<file path="config.mk">
export PLATFORM = sky130hd
export DESIGN_NAME = moving_average_filter_flat
export DESIGN_NICKNAME = d
export VERILOG_FILES = /design/src/rtl/mvavg_pkg.sv /design/src/rtl/mvavg_if.sv /design/src/rtl/moving_average_filter.sv /design/src/flat_wrapper.sv
export SDC_FILE = /design/constraint.sdc
export NUM_CORES = 2
export LEC_CHECK = 0
export BUFFER_PORTS_ARGS = -buffer_cell sky130_fd_sc_hd__clkbuf_2
export CAP_MARGIN = 20
export CORE_MARGIN = 1
export CORE_UTILIZATION = 50
export CTS_BUF_LIST = sky130_fd_sc_hd__clkbuf_16
export DETAILED_ROUTE_END_ITERATION = 10
export PLACE_DENSITY = 0.77
export SYNTH_ARGS = -nofsm -noshare
export SYNTH_HDL_FRONTEND = slang
export SYNTH_SLANG_ARGS = --single-unit
</file>
<file path="constraint.sdc">
create_clock -name clock -period 7.93 [get_ports clock]
set_clock_uncertainty 0.1 [all_clocks]
set_input_delay 0.3965 -clock clock [delete_from_list [all_inputs] [get_ports clock]]
set_output_delay 0.3965 -clock clock [all_outputs]
set_load 0.05 [all_outputs]
</file>
<file path="src/rtl/mvavg_pkg.sv">
// ----------------------------------------------------------------------------
// mvavg_pkg
// Shared types and constants of the moving average filter.
// ----------------------------------------------------------------------------
`default_nettype none

package mvavg_pkg;

   // fixed field widths
   localparam int unsigned SUM_BITS      = 24;
   localparam int unsigned AVG_BITS      = 16;
   localparam int unsigned WIN_BITS      = 9;
   localparam int unsigned CSR_DATA_BITS = 32;
   localparam int unsigned CSR_ADDR_BITS = 3;

   // request commands
   localparam logic CMD_SAMPLE = 1'b0;
   localparam logic CMD_CLEAR  = 1'b1;

   // register index, taken from paddr[2]
   localparam logic CSR_IDX_WINDOW = 1'b0;

   typedef enum logic [2:0] {
      ST_IDLE,
      ST_UPDATE,
      ST_SETUP,
      ST_DIVIDE,
      ST_FINISH
   } state_type;

endpackage

`default_nettype wire

</file>
<file path="src/rtl/mvavg_if.sv">
// ----------------------------------------------------------------------------
// mvavg channel interfaces
// Valid/ready channels for requests (command and sample) and results.
// ----------------------------------------------------------------------------
`default_nettype none

interface mvavg_req_if #(
   parameter int unsigned SAMPLE_BITS = 16
);
   logic                          valid;
   logic                          ready;
   logic                          cmd;
   logic signed [SAMPLE_BITS-1:0] sample;

   modport source (output valid, output cmd, output sample, input ready);
   modport sink   (input valid, input cmd, input sample, output ready);
endinterface

interface mvavg_rsp_if;
   import mvavg_pkg::*;

   logic                       valid;
   logic                       ready;
   logic signed [AVG_BITS-1:0] average;

   modport source (output valid, output average, input ready);
   modport sink   (input valid, input average, output ready);
endinterface

`default_nettype wire

</file>
<file path="src/rtl/moving_average_filter.sv">
// ----------------------------------------------------------------------------
// moving_average_filter
// Running average over a ring of the last window_size signed samples.
// ----------------------------------------------------------------------------
// Each sample transfer writes the sample into a ring buffer, updates a 24-bit
// running sum and returns the sum divided by the number of samples held
// (fill count until the window is full, window_size after), truncated toward
// zero. After a sample transfer the block steps through update (sum and
// ring), setup of the divider, the restoring divider that produces one
// quotient bit per cycle, and finish, which loads the output register and
// waits only while the previous result is still held there. No new request
// is taken until the block is back in idle. A clear command is taken in idle
// and returns nothing.
// Writing window_size (register 0, byte address 0; 0 acts as 1, values above
// WINDOW_MAX act as WINDOW_MAX) also empties the filter. The ring is never
// read before it is written since the last clear, so it needs no clearing.
// ----------------------------------------------------------------------------
`default_nettype none

module moving_average_filter #(
   parameter int unsigned WINDOW_MAX  = 256,
   parameter int unsigned SAMPLE_BITS = 16
) (
   input  wire logic                                clock,
   input  wire logic                                reset,
   mvavg_req_if.sink                                req_ch,
   mvavg_rsp_if.source                              rsp_ch,
   input  wire logic                                csr_psel,
   input  wire logic                                csr_penable,
   input  wire logic                                csr_pwrite,
   input  wire logic [mvavg_pkg::CSR_ADDR_BITS-1:0] csr_paddr,
   input  wire logic [mvavg_pkg::CSR_DATA_BITS-1:0] csr_pwdata,
   output logic      [mvavg_pkg::CSR_DATA_BITS-1:0] csr_prdata,
   output logic                                     csr_pready
);
   import mvavg_pkg::*;

   localparam int unsigned AW        = $clog2(WINDOW_MAX);
   localparam int unsigned PW        = (AW + 1 > WIN_BITS) ? AW + 1 : WIN_BITS;
   localparam int unsigned EXT_BITS  = (SAMPLE_BITS > SUM_BITS) ? SAMPLE_BITS : SUM_BITS;
   localparam int unsigned WIN_CLAMP = (WINDOW_MAX > 511) ? 511 : WINDOW_MAX;
   localparam int unsigned WIN_RESET = (WINDOW_MAX > 256) ? 256 : WINDOW_MAX;
   localparam int unsigned CNT_BITS  = $clog2(SUM_BITS);

   // ring buffer
   logic [SAMPLE_BITS-1:0] sample_mem [WINDOW_MAX];
   logic [SAMPLE_BITS-1:0] rd_data_ff;

   state_type state_ff, state_in;

   logic [WIN_BITS-1:0]     window_ff, window_in;
   logic [AW-1:0]           wpos_ff, wpos_in;
   logic [SUM_BITS-1:0]     sum_ff, sum_in;
   logic [WIN_BITS-1:0]     fill_ff, fill_in;
   logic [SAMPLE_BITS-1:0]  sample_ff;

   // divider state
   logic [SUM_BITS-1:0]     dq_ff, dq_in;
   logic [WIN_BITS-1:0]     rem_ff, rem_in;
   logic [CNT_BITS-1:0]     cnt_ff, cnt_in;
   logic                    neg_ff, neg_in;

   logic                    rsp_valid_ff, rsp_valid_in;
   logic [AVG_BITS-1:0]     avg_ff, avg_in;

   // controls from the sequencer
   logic req_ready;
   logic do_capture;
   logic do_clear;
   logic do_update;
   logic do_setup;
   logic do_step;
   logic do_finish;

   logic req_xfer;
   logic csr_write;
   logic csr_win_write;

   // datapath intermediates
   logic                    full;
   logic signed [EXT_BITS-1:0] new_wide;
   logic signed [EXT_BITS-1:0] old_wide;
   logic [SUM_BITS-1:0]     old_val;
   logic [PW-1:0]           pos_next;
   logic [WIN_BITS-1:0]     win_wdata;
   logic [WIN_BITS:0]       rem_sh;
   logic [WIN_BITS:0]       rem_diff;
   logic                    rem_ge;
   logic [SUM_BITS-1:0]     quot_signed;

   assign req_xfer      = req_ch.valid && req_ready;
   assign csr_write     = csr_psel && csr_penable && csr_pwrite && csr_pready;
   assign csr_win_write = csr_write && (csr_paddr[2:2] == CSR_IDX_WINDOW);
   assign csr_pready    = 1'b1;

   always_comb begin
      csr_prdata = '0;
      if (csr_paddr[2:2] == CSR_IDX_WINDOW) begin
         csr_prdata = CSR_DATA_BITS'(window_ff);
      end
   end

   // ------------------------------------------------------------------
   // sequencer
   // ------------------------------------------------------------------
   always_comb begin
      state_in = state_ff;
      case (state_ff)
         ST_IDLE: begin
            if (req_xfer && req_ch.cmd == CMD_SAMPLE) begin
               state_in = ST_UPDATE;
            end
         end
         ST_UPDATE: state_in = ST_SETUP;
         ST_SETUP:  state_in = ST_DIVIDE;
         ST_DIVIDE: begin
            if (cnt_ff == CNT_BITS'(SUM_BITS - 1)) begin
               state_in = ST_FINISH;
            end
         end
         ST_FINISH: begin
            if (!rsp_valid_ff || rsp_ch.ready) begin
               state_in = ST_IDLE;
            end
         end
         default: state_in = ST_IDLE;
      endcase
   end

   always_comb begin
      req_ready  = 1'b0;
      do_capture = 1'b0;
      do_clear   = 1'b0;
      do_update  = 1'b0;
      do_setup   = 1'b0;
      do_step    = 1'b0;
      do_finish  = 1'b0;
      case (state_ff)
         ST_IDLE: begin
            req_ready  = 1'b1;
            do_capture = req_ch.valid && req_ch.cmd == CMD_SAMPLE;
            do_clear   = req_ch.valid && req_ch.cmd == CMD_CLEAR;
         end
         ST_UPDATE: do_update = 1'b1;
         ST_SETUP:  do_setup  = 1'b1;
         ST_DIVIDE: do_step   = 1'b1;
         ST_FINISH: do_finish = !rsp_valid_ff || rsp_ch.ready;
         default: begin
            req_ready = 1'b0;
         end
      endcase
   end

   assign req_ch.ready = req_ready;

   // ------------------------------------------------------------------
   // ring and running sum
   // ------------------------------------------------------------------
   assign full     = fill_ff >= window_ff;
   assign new_wide = EXT_BITS'(signed'(sample_ff));
   assign old_wide = EXT_BITS'(signed'(rd_data_ff));
   assign old_val  = full ? old_wide[SUM_BITS-1:0] : '0;
   assign pos_next = PW'(wpos_ff) + PW'(1);

   always_comb begin
      win_wdata = csr_pwdata[WIN_BITS-1:0];
      if (win_wdata == '0) begin
         win_wdata = WIN_BITS'(1);
      end else if (32'(win_wdata) > 32'(WIN_CLAMP)) begin
         win_wdata = WIN_BITS'(WIN_CLAMP);
      end
   end

   always_comb begin
      window_in = window_ff;
      wpos_in   = wpos_ff;
      sum_in    = sum_ff;
      fill_in   = fill_ff;
      if (csr_win_write) begin
         window_in = win_wdata;
         wpos_in   = '0;
         sum_in    = '0;
         fill_in   = '0;
      end else if (do_clear) begin
         wpos_in = '0;
         sum_in  = '0;
         fill_in = '0;
      end else if (do_update) begin
         sum_in = sum_ff - old_val + new_wide[SUM_BITS-1:0];
         if (pos_next >= PW'(window_ff)) begin
            wpos_in = '0;
         end else begin
            wpos_in = pos_next[AW-1:0];
         end
         if (!full) begin
            fill_in = fill_ff + WIN_BITS'(1);
         end
      end
   end

   // ------------------------------------------------------------------
   // restoring divider, one quotient bit per cycle
   // ------------------------------------------------------------------
   assign rem_sh   = {rem_ff, dq_ff[SUM_BITS-1]};
   assign rem_diff = rem_sh - {1'b0, fill_ff};
   assign rem_ge   = rem_sh >= {1'b0, fill_ff};

   always_comb begin
      dq_in  = dq_ff;
      rem_in = rem_ff;
      cnt_in = cnt_ff;
      neg_in = neg_ff;
      if (do_setup) begin
         neg_in = sum_ff[SUM_BITS-1];
         dq_in  = sum_ff[SUM_BITS-1] ? (~sum_ff + SUM_BITS'(1)) : sum_ff;
         rem_in = '0;
         cnt_in = '0;
      end else if (do_step) begin
         rem_in = rem_ge ? rem_diff[WIN_BITS-1:0] : rem_sh[WIN_BITS-1:0];
         dq_in  = {dq_ff[SUM_BITS-2:0], rem_ge};
         cnt_in = cnt_ff + CNT_BITS'(1);
      end
   end

   // ------------------------------------------------------------------
   // output register
   // ------------------------------------------------------------------
   assign quot_signed  = neg_ff ? (~dq_ff + SUM_BITS'(1)) : dq_ff;
   assign avg_in       = do_finish ? quot_signed[AVG_BITS-1:0] : avg_ff;
   assign rsp_valid_in = do_finish || (rsp_valid_ff && !rsp_ch.ready);

   assign rsp_ch.valid   = rsp_valid_ff;
   assign rsp_ch.average = avg_ff;

   // ------------------------------------------------------------------
   // registers
   // ------------------------------------------------------------------
   always_ff @(posedge clock) begin
      if (reset) begin
         state_ff     <= ST_IDLE;
         window_ff    <= WIN_BITS'(WIN_RESET);
         wpos_ff      <= '0;
         sum_ff       <= '0;
         fill_ff      <= '0;
         rsp_valid_ff <= 1'b0;
      end else begin
         state_ff     <= state_in;
         window_ff    <= window_in;
         wpos_ff      <= wpos_in;
         sum_ff       <= sum_in;
         fill_ff      <= fill_in;
         rsp_valid_ff <= rsp_valid_in;
      end
   end

   always_ff @(posedge clock) begin
      dq_ff  <= dq_in;
      rem_ff <= rem_in;
      cnt_ff <= cnt_in;
      neg_ff <= neg_in;
      avg_ff <= avg_in;
      if (do_capture) begin
         sample_ff <= req_ch.sample;
      end
   end

   // ring memory, read of the slot about to be replaced is registered
   always_ff @(posedge clock) begin
      rd_data_ff <= sample_mem[wpos_ff];
      if (do_update) begin
         sample_mem[wpos_ff] <= sample_ff;
      end
   end

endmodule

`default_nettype wire

</file>
<file path="src/flat_wrapper.sv">
// flat-port wrapper written by rule: the top's interface ports become plain ports
module moving_average_filter_flat import mvavg_pkg::*;
#(
   parameter int unsigned WINDOW_MAX  = 256,
   parameter int unsigned SAMPLE_BITS = 16
)
  (clock, reset, csr_psel, csr_penable, csr_pwrite, csr_paddr, csr_pwdata, csr_prdata, csr_pready, req_ch_valid, req_ch_cmd, req_ch_sample, req_ch_ready, rsp_ch_valid, rsp_ch_average, rsp_ch_ready);
  mvavg_req_if #(.SAMPLE_BITS(SAMPLE_BITS)) req_ch_i ();
  mvavg_rsp_if rsp_ch_i ();
  input  wire logic clock;
  input  wire logic reset;
  input  wire logic csr_psel;
  input  wire logic csr_penable;
  input  wire logic csr_pwrite;
  input  wire logic [mvavg_pkg::CSR_ADDR_BITS-1:0] csr_paddr;
  input  wire logic [mvavg_pkg::CSR_DATA_BITS-1:0] csr_pwdata;
  output logic      [mvavg_pkg::CSR_DATA_BITS-1:0] csr_prdata;
  output logic csr_pready;
  input wire logic [$bits(req_ch_i.valid)-1:0] req_ch_valid;
  input wire logic [$bits(req_ch_i.cmd)-1:0] req_ch_cmd;
  input wire logic [$bits(req_ch_i.sample)-1:0] req_ch_sample;
  output wire logic [$bits(req_ch_i.ready)-1:0] req_ch_ready;
  output wire logic [$bits(rsp_ch_i.valid)-1:0] rsp_ch_valid;
  output wire logic [$bits(rsp_ch_i.average)-1:0] rsp_ch_average;
  input wire logic [$bits(rsp_ch_i.ready)-1:0] rsp_ch_ready;
  assign req_ch_i.valid = req_ch_valid;
  assign req_ch_i.cmd = req_ch_cmd;
  assign req_ch_i.sample = req_ch_sample;
  assign req_ch_ready = req_ch_i.ready;
  assign rsp_ch_valid = rsp_ch_i.valid;
  assign rsp_ch_average = rsp_ch_i.average;
  assign rsp_ch_i.ready = rsp_ch_ready;
  moving_average_filter #(.WINDOW_MAX(WINDOW_MAX), .SAMPLE_BITS(SAMPLE_BITS)) u_core (.clock(clock), .reset(reset), .req_ch(req_ch_i), .rsp_ch(rsp_ch_i), .csr_psel(csr_psel), .csr_penable(csr_penable), .csr_pwrite(csr_pwrite), .csr_paddr(csr_paddr), .csr_pwdata(csr_pwdata), .csr_prdata(csr_prdata), .csr_pready(csr_pready));
endmodule
</file>
Yosys cells after proc, flatten, opt, wreduce, memory -nomap -nowiden --
Memory sizes are Yosys's and may differ from the RTL's. A register that Yosys moved wholly into a read port is not among the register bits. Index checks and enable logic that the tools add are counted.
Word-level totals: logic and storage cells 79, memories kept 1, output and inout bits 51, input bits 59, memory bits (writable) 4096, flip-flop bits (word level) 125
Operators by class: mux-type cells 23, equality and inequality tests 8, magnitude comparators 4, reduce and logical (&&, ||, !) cells 18, bitwise logic cells 5, add/subtract/negate cells 8
Memories:
- u_core.sample_mem | depth 256, width 16, rd ports 1, clocked after memory_dff 1, write ports 1, line moving_average_filter.sv:46 | logic [SAMPLE_BITS-1:0] sample_mem [WINDOW_MAX];
Operators by type and width (count):
- two-way mux 24 bit | 4
- two-way mux 9 bit | 4
- adder 24 x 1 -> 24 bit, second input constant | 1
- adder 24 bit | 1
- inverter 24 bit | 1
- subtractor 24 bit | 1
- >= comparator 9 bit | 2
- adder 16 x 1 -> 16 bit, second input constant | 1
- two-way mux 16 bit | 1
- inverter 16 bit | 1
- one-hot mux 3 bit (5 select lines) | 1
- >= comparator 10 x 9 -> 1 bit | 1
- adder 8 x 1 -> 9 bit, second input constant | 1
- adder 9 x 1 -> 9 bit, second input constant | 1
- > comparator 9 bit, second input constant | 1
- logical NOT 9 bit | 1
- two-way mux 1 bit | 9
- two-way mux 3 bit | 3
- subtractor 9 bit | 1
- logical AND 1 bit | 8
- two-way mux 8 bit | 1
- equality test 3 x 2 -> 1 bit, second input constant | 2
- != test 2 x 1 -> 1 bit, second input constant | 3
- adder 5 x 1 -> 5 bit, second input constant | 1
- 11 further kinds | 15

Longest topological paths before layout --
word-level depth 6, depth in mapped cells 24, gate-level depth less buffers 22

Least setup slack after synthesis --
Ideal clock, no wire load.
kind reg2reg, start point register u_core.sample_ff[15], end point register u_core.sum_ff[23], stages on the path, launching flop included 14, period minus slack after synthesis 7.548 ns, data required time 7.771 ns, path buffers 0, setup slack 0.382 ns, arrival 7.389 ns, setup time 0.059 ns, cell sequence edfxtp_1 > inv_1 > fa_1 > inv_1 > ha_1 > and3_1 > nand4_1 > a2111oi_0 > or3_1 > nand3_1 > a21bo_2 > mux2i_1 > a211o_1 > nand2_1
On the way: word-level cells in the longest chain between the ends 1
RTL lines:
- start: declaration | line moving_average_filter.sv:55 | logic [SAMPLE_BITS-1:0] sample_ff;
- start signal: assignment | line moving_average_filter.sv:263 | sample_ff <= req_ch.sample;
- adder 24 bit | line moving_average_filter.sv:189 | sum_in = sum_ff - old_val + new_wide[SUM_BITS-1:0];
- end signal: assignment | line moving_average_filter.sv:250 | sum_ff <= sum_in;
- end: declaration | line moving_average_filter.sv:53 | logic [SUM_BITS-1:0] sum_ff, sum_in;
Every way passes these cells. A chain may end at the register's enable or synchronous reset.

Worst setup path in the final report --
start point register u_core.fill_ff[0], end point register u_core.sum_ff[23]
On the way: word-level cells in the longest chain between the ends 4
RTL lines:
- start: declaration | line moving_average_filter.sv:54 | logic [WIN_BITS-1:0] fill_ff, fill_in;
- start signal: assignment | line moving_average_filter.sv:251 | fill_ff <= fill_in;
- >= comparator 9 bit | line moving_average_filter.sv:159 | assign full = fill_ff >= window_ff;
- two-way mux 24 bit | line moving_average_filter.sv:162 | assign old_val = full ? old_wide[SUM_BITS-1:0] : '0;
- subtractor 24 bit | line moving_average_filter.sv:189
- adder 24 bit | line moving_average_filter.sv:189
Every way passes these cells.

==> metrics.txt <==
dpl cells=11600; Max Fclk=169 MHz; post-route non-filler standard cell count=12400; cell area after synthesis=165000 sq um; # DRC=0; area delta synth->final=13.1%; worst slew pin tran=1610 ps; crit start category=flop; CP max-delay cell=o41a_1; dpl ws=2100 ps; total power draw=47.7 mW; Starting Density=50.4%; Die Wd=577 um; ANT nets after route=0; largest net degree at the start of global routing=255; maximum root-to-sink buffer count=4; initial antenna violation count=28; Post-synth EDFFs=4153; status=finished, violations left; Critical Setup Path Class=flop to flop; synthesized flop and latch total=4237; Routed WL=439000 um; ratio of final minimum period to clock period=74.5%; Worst Path Required=8730 ps; hold slack final=63.0 ps; Yosys warnings=0; first-pass GRT wire length=614000 um; layout cell share with drive strength beyond 1=30.6%; Rows=210; setup ws final=2020 ps; Crit path top cell by count=inv_1; Port Buffers=60; total gr overflow=0; kind of end point of the critical path=flop; Core Util, Final=57.0%; via-per-instance ratio=6.62; Clk pin slew, worst setup/hold paths=70 ps; router iterations before antenna repair=10; final max-slew violation count=72; fillers=22300; slew margin rel.=-7.25%; Final min period=5910 ps; failing checks=slew limit; Clk Latency, worst-skew pair=1000 ps; setup TNS=0 ps; Routed WL per cell=35.3 um; crit-path cells=inv_1, ha_1, nand2b_1, a21o_1, a21o_1, a21oi_1, o21ai_0, o41a_1, nand2_1, inv_1, fa_1, inv_1, ha_1, and3_1, nand4_1, a2111oi_0, or3_1, nand3_1, a21bo_2, mux2i_1, a211o_1, nand2_1; critical path peak fanout=25; CTS buffer count=407; R2R Setup Slk=2020 ps; top_reg_cell synth=edfxtp_1; Placer Congestion=0.858; Peak VDD IR=0.214 mV; CTS tree=built; Max Cap Viol=0; Final #Nets=7878; post-synthesis sequential area ratio=76.5%; Clock Tree Root=clkbuf_16; Synth cell types=63; Pleak=56.9 nW; core footprint=328000 sq um; DIE HEIGHT=577 um; Detailed Place HPWL=235000 um; Final Setup Violations=0; I/O Pins=110; Max stage delay on crit path=660 ps; gr usage total=26.1%; count of final hold-check violations=0; post-CTS setup buffers=0; Pwr Density=255 nW/um^2; DR iter-0 viols=12500; Post-Synthesis Cells=7245; unrepaired setup endpoints after global routing=no; vias=82300; vias in the first global route=82400; Arr. time, crit path=6710 ps; H-tree depth=5; CTS Sinks=4237; Post-Layout Inst Area=187000 sq um; die area=333000 sq um; dpl cell area=173000 sq um; FFs w/ async S/R, synth=0%; Syn Area/Cell=22.8 sq um; Hold Path Class=primary input to flop
synthesized netlist by cell type (all sizes together) (17+ instances only):
| master | instances | area share [%] |
|---|---|---|
| nor2b | 53 | 0.20 |
| fa | 24 | 0.29 |
| nand3 | 77 | 0.23 |
| a31oi | 26 | 0.098 |
| ha | 60 | 0.45 |
| mux2i | 17 | 0.10 |
| dfxtp | 84 | 1.0 |
| xnor2 | 55 | 0.29 |
| o21ai | 79 | 0.24 |
| nor2 | 312 | 0.71 |
| edfxtp | 4153 | 75 |
| nor3 | 20 | 0.061 |
| nand4 | 19 | 0.072 |
| and2 | 24 | 0.091 |
| clkbuf | 209 | 0.47 |
| buf | 205 | 0.69 |
| a21oi | 62 | 0.19 |
| mux4 | 1308 | 18 |
| inv | 128 | 0.29 |
| nand2 | 150 | 0.34 |
where the power goes:
part           internal, mW  switching, mW
registers              24.8          0.132
clock network          11.0           8.48
logic                  1.40           1.95
total                  37.2           10.6
worst max-delay path, delay by kind of cell (launching register included):
kind                     cells  cell delay, ps
flip-flops                   1             410
adder cells (fa/ha/maj)      3            1180
multiplexers                 1             140
AO/OA/AOI/OAI                8            2470
AND/OR/NAND/NOR              7            1200
buffers and inverters        3             360
layout by cell type (no fill, tap or decap), types with 48 or more instances in the layout:
cell type and n:
edfxtp_1 4153, mux4_2 1308, clkbuf_16 411, buf_4 295, nor2_1 196, inv_1 192, nand2_1 150, nor2_2 116
clkinv_1 102, clkinv_2 81, o21ai_0 79, dfxtp_1 78, a21oi_1 62, nand3_1 61, ha_1 60, clkbuf_2 60
xnor2_1 55, nor2b_1 49, bufinv_16 48
worst paths after layout:
check / from / endpoint / cells after the start
hold / removal: csr_penable / u_core.window_ff[0] / 5
setup reg to reg: u_core.fill_ff[0] / u_core.sum_ff[23] / 22
setup / recovery: u_core.fill_ff[0] / u_core.sum_ff[23] / 22
hold reg to reg: u_core.sum_ff[9] / u_core.sum_ff[9] / 2
cell type report:
class / count / area, sq um / area share, %
repair buffers: 473 / 4330 / 2.32
multi-input cells: 2487 / 36900 / 19.8
inverters: 129 / 484 / 0.259
diodes: 19 / 47.5 / 0.0254
flip-flops and latches: 4237 / 126000 / 67.6
well taps: 4346 / 5440 / 2.91
clock buffers: 411 / 10300 / 5.50
clock inverters: 332 / 3010 / 1.61
sequential cells by signal (all words and copies together) (netlist names):
signal                 cells
u_core.sample_mem       4096
u_core.dq_ff              24
u_core.sum_ff             24
u_core.rd_data_ff         16
u_core.rsp_ch.average     16
u_core.sample_ff          16
u_core.fill_ff             9
u_core.rem_ff              9
u_core.window_ff           9
u_core.wpos_ff             8
u_core.cnt_ff              5
u_core.state_ff            3
u_core.neg_ff              1
u_core.rsp_ch.valid        1
routing by layer:
metal  part of all wire [%]  routed length (um)  track usage (%)  up-vias
li1                       -                   -                -    31500
met2                     48              211000             41.4     6687
met5                  0.050                 218                0        -
met1                     34              148000             33.5    43000
met4                    5.4               23600             12.8       22
met3                     13               57100             7.37     1143
what timing repair did:
action,in CTS,in global routing
hold buffers,40,0
hold endpoints to repair,45,0
gates resized for setup,0,0
logic make-up after synthesis:
family | Yosys count | share of synthesized area (%)
buf+inv | 543 | 1.46
mux | 1330 | 18.0
xor+xnor | 67 | 0.355
compound gates | 269 | 1.03
flops | 4237 | 76.5
other cells | 2 | 0.00454
simple gates | 713 | 1.95
fa+ha+maj | 84 | 0.745
(Power assumes the default switching activity.)
